--- config.mk ---
export PLATFORM = sky130hd
export DESIGN_NAME = crth_queue
export DESIGN_NICKNAME = d
export VERILOG_FILES = /design/src/crth_pkg.sv /design/src/crth_queue.sv
export SDC_FILE = /design/constraint.sdc
export NUM_CORES = 1
export LEC_CHECK = 0
export BUFFER_PORTS_ARGS = -buffer_cell sky130_fd_sc_hd__clkbuf_2
export CAP_MARGIN = 25
export CORE_AREA = 4 4 245 247
export DETAILED_ROUTE_END_ITERATION = 12
export DIE_AREA = 0 0 249 251
export PLACE_DENSITY = 0.69
export SLEW_MARGIN = 40
export SYNTH_ARGS = -nofsm -noshare
export SYNTH_HDL_FRONTEND = slang
export SYNTH_SLANG_ARGS = --single-unit
--- constraint.sdc ---
create_clock -name clk -period 48.8 [get_ports clk]
set_input_delay 7.32 -clock clk [delete_from_list [all_inputs] [get_ports clk]]
set_output_delay 7.32 -clock clk [all_outputs]
set_load 0.01 [all_outputs]
--- src/crth_pkg.sv ---
`default_nettype none
// ----------------------------------------------------------------------------
// crth_pkg
// shared types, constants and the multiply-accumulate program of the
// nearest ray/triangle hit core
// ----------------------------------------------------------------------------
package crth_pkg;

  localparam int MAX_SURFACES  = 4096;
  localparam int MAX_TRIANGLES = 65536;

  localparam logic [30:0] DIST_MAX = '1;

  // wide working widths
  localparam int AW  = 68;   // multiplicand, holds the q vector
  localparam int BW  = 40;   // multiplier, five 8-bit digits
  localparam int ACW = 104;  // accumulator, holds tn
  localparam int DVW = 120;  // divider remainder and shifted divisor

  typedef struct packed {
    logic signed [31:0] v0_x;
    logic signed [31:0] v0_y;
    logic signed [31:0] v0_z;
    logic signed [31:0] v1_x;
    logic signed [31:0] v1_y;
    logic signed [31:0] v1_z;
    logic signed [31:0] v2_x;
    logic signed [31:0] v2_y;
    logic signed [31:0] v2_z;
    logic [11:0]        surface_id;
    logic [15:0]        triangle_id;
    logic               last_triangle;
  } tri_t;

  typedef struct packed {
    logic               hit_found;
    logic [30:0]        hit_distance;
    logic [11:0]        hit_surface;
    logic [15:0]        hit_triangle;
    logic signed [31:0] hit_x;
    logic signed [31:0] hit_y;
    logic signed [31:0] hit_z;
  } res_t;

  typedef struct packed {
    logic signed [31:0] ray_origin_x;
    logic signed [31:0] ray_origin_y;
    logic signed [31:0] ray_origin_z;
    logic signed [15:0] ray_dir_x;
    logic signed [15:0] ray_dir_y;
    logic signed [15:0] ray_dir_z;
    logic [31:0]        det_threshold;
    logic [30:0]        min_distance;
  } cfg_t;

  typedef struct packed {
    tri_t item;
    logic skip;
  } entry_t;

  typedef enum logic [2:0] {
    REG_ORIGIN_X, REG_ORIGIN_Y, REG_ORIGIN_Z,
    REG_DIR_X, REG_DIR_Y, REG_DIR_Z,
    REG_DET_THRESHOLD, REG_MIN_DISTANCE
  } cfg_reg_t;

  typedef enum logic [3:0] {
    S_IDLE, S_LOAD, S_MAC, S_NORM, S_TEST, S_DIV, S_UPDATE, S_HIT, S_EMIT
  } back_state_t;

  typedef enum logic [3:0] {
    A_E2X, A_E2Y, A_E2Z, A_TX, A_TY, A_TZ,
    A_PX, A_PY, A_PZ, A_QX, A_QY, A_QZ, A_DIST
  } a_sel_t;

  typedef enum logic [3:0] {
    B_DX, B_DY, B_DZ, B_E1X, B_E1Y, B_E1Z,
    B_TX, B_TY, B_TZ, B_E2X, B_E2Y, B_E2Z
  } b_sel_t;

  typedef enum logic [3:0] {
    D_PX, D_PY, D_PZ, D_QX, D_QY, D_QZ,
    D_DET, D_UN, D_VN, D_TN, D_HX, D_HY, D_HZ
  } dest_t;

  typedef struct packed {
    a_sel_t a;
    b_sel_t b;
    logic   neg;
    logic   first;
    logic   last;
    dest_t  dest;
  } mac_op_t;

  localparam logic [4:0] OP_TEST_LAST = 5'd23;
  localparam logic [4:0] OP_HIT_FIRST = 5'd24;
  localparam logic [4:0] OP_HIT_LAST  = 5'd26;

  function automatic mac_op_t mac_op(input logic [4:0] idx);
    mac_op_t r;
    unique case (idx)
      5'd0:    r = '{A_E2Z, B_DY,  1'b0, 1'b1, 1'b0, D_PX};
      5'd1:    r = '{A_E2Y, B_DZ,  1'b1, 1'b0, 1'b1, D_PX};
      5'd2:    r = '{A_E2X, B_DZ,  1'b0, 1'b1, 1'b0, D_PY};
      5'd3:    r = '{A_E2Z, B_DX,  1'b1, 1'b0, 1'b1, D_PY};
      5'd4:    r = '{A_E2Y, B_DX,  1'b0, 1'b1, 1'b0, D_PZ};
      5'd5:    r = '{A_E2X, B_DY,  1'b1, 1'b0, 1'b1, D_PZ};
      5'd6:    r = '{A_TY,  B_E1Z, 1'b0, 1'b1, 1'b0, D_QX};
      5'd7:    r = '{A_TZ,  B_E1Y, 1'b1, 1'b0, 1'b1, D_QX};
      5'd8:    r = '{A_TZ,  B_E1X, 1'b0, 1'b1, 1'b0, D_QY};
      5'd9:    r = '{A_TX,  B_E1Z, 1'b1, 1'b0, 1'b1, D_QY};
      5'd10:   r = '{A_TX,  B_E1Y, 1'b0, 1'b1, 1'b0, D_QZ};
      5'd11:   r = '{A_TY,  B_E1X, 1'b1, 1'b0, 1'b1, D_QZ};
      5'd12:   r = '{A_PX,  B_E1X, 1'b0, 1'b1, 1'b0, D_DET};
      5'd13:   r = '{A_PY,  B_E1Y, 1'b0, 1'b0, 1'b0, D_DET};
      5'd14:   r = '{A_PZ,  B_E1Z, 1'b0, 1'b0, 1'b1, D_DET};
      5'd15:   r = '{A_PX,  B_TX,  1'b0, 1'b1, 1'b0, D_UN};
      5'd16:   r = '{A_PY,  B_TY,  1'b0, 1'b0, 1'b0, D_UN};
      5'd17:   r = '{A_PZ,  B_TZ,  1'b0, 1'b0, 1'b1, D_UN};
      5'd18:   r = '{A_QX,  B_DX,  1'b0, 1'b1, 1'b0, D_VN};
      5'd19:   r = '{A_QY,  B_DY,  1'b0, 1'b0, 1'b0, D_VN};
      5'd20:   r = '{A_QZ,  B_DZ,  1'b0, 1'b0, 1'b1, D_VN};
      5'd21:   r = '{A_QX,  B_E2X, 1'b0, 1'b1, 1'b0, D_TN};
      5'd22:   r = '{A_QY,  B_E2Y, 1'b0, 1'b0, 1'b0, D_TN};
      5'd23:   r = '{A_QZ,  B_E2Z, 1'b0, 1'b0, 1'b1, D_TN};
      5'd24:   r = '{A_DIST, B_DX, 1'b0, 1'b1, 1'b1, D_HX};
      5'd25:   r = '{A_DIST, B_DY, 1'b0, 1'b1, 1'b1, D_HY};
      5'd26:   r = '{A_DIST, B_DZ, 1'b0, 1'b1, 1'b1, D_HZ};
      default: r = '{A_DIST, B_DX, 1'b0, 1'b1, 1'b1, D_HX};
    endcase
    return r;
  endfunction

endpackage
`default_nettype wire

--- src/crth_queue.sv ---
`default_nettype none
// ----------------------------------------------------------------------------
// crth_queue
// two-entry queue between the classifying front and the arithmetic back
// ----------------------------------------------------------------------------
module crth_queue
  import crth_pkg::*;
(
  input  logic   clk,
  input  logic   rst,
  input  logic   push,
  input  entry_t push_data,
  input  logic   pop,
  output entry_t pop_data,
  output logic   full,
  output logic   empty
);

  entry_t     mem [2];
  logic       wr_ptr;
  logic       rd_ptr;
  logic [1:0] count;

  assign full     = (count == 2'd2);
  assign empty    = (count == 2'd0);
  assign pop_data = mem[rd_ptr];

  always_ff @(posedge clk) begin
    if (push) begin
      mem[wr_ptr] <= push_data;
    end
  end

  always_ff @(posedge clk) begin
    if (rst) begin
      wr_ptr <= 1'b0;
      rd_ptr <= 1'b0;
      count  <= 2'd0;
    end else begin
      if (push) begin
        wr_ptr <= ~wr_ptr;
      end
      if (pop) begin
        rd_ptr <= ~rd_ptr;
      end
      if (push && !pop) begin
        count <= count + 2'd1;
      end else if (pop && !push) begin
        count <= count - 2'd1;
      end
    end
  end

endmodule
`default_nettype wire

* After elaboration in Yosys (flattened, before gate mapping)
Memories as Yosys holds them, arrays and structs flattened. A register that Yosys moved wholly into a read port is not among the register bits.
Index checks and enable logic that the tools add are counted.
** Cells by class
- Add/sub/neg operators :: 2
- $mul :: 0
- Divide/modulo/power cells :: 0
- $lt $le $gt $ge :: 0
- Eq/ne operators :: 1
- Shift operators :: 0
- Multiplexer cells :: 6
- Bitwise operators :: 2
- Reductions and logical operators :: 6
** Operators by type and width (number)
- $mux 1 :: 4
- $mux 2 :: 2
- $add 2x1->2 const B :: 1
- $eq 2x2->1 const B :: 1
- $logic_and 1x1->1 :: 2
- $logic_not 1->1 :: 2
- $logic_not 2->1 :: 1
- $not 1->1 :: 2
- $reduce_bool 2->1 :: 1
- $sub 2x1->2 const B :: 1
** Storage, ports and cells
- Register bits after elaboration :: 4
- Latch bits :: 0
- Bits in writable memories :: 636
- ROM bits :: 0
- Input port bits :: 322
- Output and inout bits :: 320
- Word-level logic and storage cells :: 21
- Memories :: 1
** Memories
- mem :: depth 2, bits a word 318, read ports 1, clocked after memory_dff 1, wr ports 1, line crth_queue.sv:19 : entry_t mem [2];

* Longest topological paths before layout
- Depth after elaboration :: 4
- Mapped depth :: 5
- Mapped depth without buffers :: 5

* Worst setup path after synthesis
OpenSTA, ideal clock, no wires.
- Path kind :: input-to-reg
- Start point :: input push
- End point :: memory mem[0][0] (netlist name) (enable)
- Setup time :: 1042 ps
- Arrival time :: 20984 ps
- Data required time :: 47758 ps
- Path slack :: 26774 ps
- Cell stages on the path :: 1
- Path buffers :: 0
- Path through :: nor2b_1
** On the way
- Longest elaborated chain between the ends :: 2
** RTL lines
- start, declared :: line crth_queue.sv:11 : input logic push,
- $mux 1 :: line crth_queue.sv:29 : if (push) begin
- $mux 1 (not written as such) :: line crth_queue.sv:30 : mem[wr_ptr] <= push_data;
- end, declared :: line crth_queue.sv:19
No other way between the ends.

==> flow_summary_export.csv <==
group,metric,value,unit
synth,yosysUniqueCellTypes,17,
global_route,grt_first_pass_wirelength,79800,um
route,drc,0,
global_route,antenna_found_initial,7,
global_route,grt_util_all_layers,16.8,%
die,initial_utilization,40.8,%
pwr,ir_drop,0.0303,mV
synth,ys_warn_count,0,
route,antenna_left,0,
synth,avgSynthCellArea,23.3,um2
sta,finalSetupViolations,0,
die,die_x,249,um
placement,portBuffers,641,
route,viasPerCell,4.81,
worst_setup_path,critPathLaunchType,"flop",
synth,yosysTopAreaCell,"edfxtp_1",
cts,cts_hold_buffers,0,
cts,htreeDepth,3,
die,ios,642,
pwr,powerDensity,43.5,mW/mm2
route,wl_per_cell,21.5,um
pwr,clkPwrFrac,38.9,%
die,dieArea,0.0625,mm2
route,drt_pass1_iterations,5,
die,core,0.0576,mm2
cts,post_cts_buffers,0,
final_layout,fillers,4679,
cts,cts-root-buf,"clkbuf_16",
pwr,power.leakage,11.5,nW
final_layout,nets,2024,
pwr,power.internal,1.01,mW
worst_setup_path,path_common_cell,"buf_6",
route,dr_total_vias,12100,
die,die_h,251,um
synth,seq_area_frac_synth,81.7,%
cts,cts_sinks,641,
synth,synthesis.area,0.0235,mm2
sta,finalClockSkew,0.0218,ns
sta,final_hold_viol_count,0,
die,floorplan.rows,88,
route,wirelength,54200,um
worst_setup_path,required,41.48,ns
sta,tightestPinTransition,0.780,ns
pwr,power.switching,0.287,mW
cts,cts_resized,0,
cts,cts_buffer_depth,3,
pwr,pwr-share-comb,10.8,%
final_layout,drive_above_1_share,61.4,%
synth,synth_area_leaders,"edfxtp_1 (81%), mux2_2 (10%), mux2_4 (6.4%)",
synth,ys_ff_latch,641,
cts,clk_pin_slew_worst_paths,0.05,ns
sta,finalMaxSlewViolations,0,
pwr,switching_share,22.1,%
flow_run,drv_cap,0,
hold_path,hold_class,"reg -> reg",
final_layout,syn2layout_area_growth,27.0,%
placement,place.gp.congestion,0.817,
global_route,grt_max_degree,95,
global_route,grt_pass1_vias,13000,
worst_setup_path,slowest_delay,0.82,ns
worst_setup_path,endpoint_kind,"output pin",
cts,cts_tree,"done",
synth,synth.net_count,1334,
run_status,outcome,"finished clean",
sta,min_period_over_period,21.7,%
sta,fmax,94.2,MHz
synth,syn_inst,1011,
pwr,p_seq_share,50.3,%
worst_setup_path,critPathMaxFanout,58,
worst_setup_path,cp_cell_sequence,"buf_6 -> buf_6 -> mux2_2 -> clkbuf_2",
worst_setup_path,criticalPathCategory,"reg -> out",
global_route,grt_remaining_overflow,0,
route,drt_iter0_drc,687,
worst_setup_path,worst-path-buf-inv,3,
sta,rsz0062_at_grt,"no",
sta,fin_crit,10.61,ns
placement,hpwlAfterDp,38500,um
worst_setup_path,cp_top_family,"buffers and inverters",
sta,timing.slew.headroom,48.0,%
cts,clk_latency,0.58,ns
worst_setup_path,slowest_stage,"dfxtp_4",
sta,setup-tns-final,0,ns
pwr,power.total,1.30,mW
cts,cts_buffers,68,
synth,synth_top_cell_area_share,81.2,%
worst_setup_path,arrival,3.29,ns
-- tightest hold or removal path: stages (launching register included) --
cell and delay [ns]:
dfxtp_1 0.33, o21ai_0 0.07, a21oi_1 0.06
-- stage by stage --
stage	util (%)	setup WS (ns)	std cells	hold WS, ns	cell area (um2)
global route	51.9	37.97	2518	0.556	29900
floorplan	-	26.77	1011	0.461	23500
detailed placement	47.9	38.55	2394	0.504	27600
global placement	47.8	38.37	2393	0.479	27500
CTS	51.8	37.89	2513	0.524	29800
finish	51.9	38.19	2519	0.512	29900
-- layout by cell type, fill, tap and decap left out --
master / netlist / layout
buf_12: 0 / 2
inv_1: 1 / 1
or3_1: 1 / 1
clkinv_1: 0 / 11
clkinv_8: 0 / 2
nor2b_1: 2 / 1
mux2_2: 218 / 218
xnor2_1: 2 / 2
xor2_1: 2 / 2
inv_6: 0 / 3
buf_4: 2 / 1
dfxtp_4: 0 / 1
mux2_4: 100 / 100
o21ai_0: 1 / 1
buf_16: 0 / 2
clkbuf_16: 0 / 71
and2_4: 0 / 1
ha_1: 1 / 1
nor2_1: 5 / 5
clkbuf_2: 0 / 641
clkbuf_1: 0 / 9
dfxtp_1: 5 / 4
clkinvlp_4: 0 / 2
clkinv_4: 0 / 2
nor2b_4: 0 / 1
buf_6: 11 / 9
a21oi_1: 1 / 1
edfxtp_1: 636 / 636
diode_2: 0 / 4
bufinv_16: 0 / 7
clkinv_2: 0 / 12
-- routing by layer --
metal  up-vias  wire length (um)  share of wire (%)  track usage [%]
li1       5446                 -                  -                -
met1      6070             19900                 37             19.2
met2       515             28500                 53             29.6
met3        89              4360                8.0             5.16
met4         6              1460                2.7             6.44
met5         -                36              0.066                0
-- final cells by class --
class	instances	area, um2	share of cell area, %
Timing Repair Buffer	655	3410	11.4
Inverter	1	3.75	0.0126
Antenna cell	4	10.0	0.0335
Clock buffer	80	1810	6.06
Multi-Input combinational cell	334	4070	13.6
Tap cell	765	957	3.20
Clock inverter	39	403	1.35
Sequential cell	641	19200	64.3
-- logic make-up (layout without fill, tap and decap cells) --
kind of cell	Yosys count	after routing	share of synthesized area [%]
DFF	641	641	81.7
AOI/OAI and AO/OA	2	2	0.0425
adders and majority gates	1	1	0.0532
buffers and inverters	36	775	1.08
and+or+nand+nor	9	9	0.186
muxes	318	318	16.8
xor gates and xnor gates	4	4	0.149
other	0	4	0
-- cell usage after synthesis, drive strengths merged --
library cell / count
xnor2: 2
nor2: 5
ha: 1
a21oi: 1
xor2: 2
and2: 1
edfxtp: 636
buf: 35
o21ai: 1
dfxtp: 5
or3: 1
mux2: 318
inv: 1
nor2b: 2
-- sequential cells by signal (all words and copies together), names as in the netlist, named ones only --
register  count
wr_ptr        1
mem         636
count         2
rd_ptr        1
-- power groups by stage --
stage               Sequential, mW  Combinational (mW)  Clock, mW
detailed placement           0.665               0.142          0
CTS                          0.654               0.143      0.521
global placement             0.664               0.139          0
floorplan                    0.675              0.0807          0
global route                 0.656               0.150      0.545
finish                       0.653               0.140      0.505
-- final timing paths --
check	start	end	slack (ns)	depth (start not counted)
setup / recovery	flop	pop_data[36]	38.19	4
hold / removal	count[1]	count[1]	0.51	2
setup reg to reg	wr_ptr	mem[1][132]	45.95	4
hold reg to reg	count[1]	count[1]	0.51	2
Note: power is estimated with default switching activity, not from simulation.
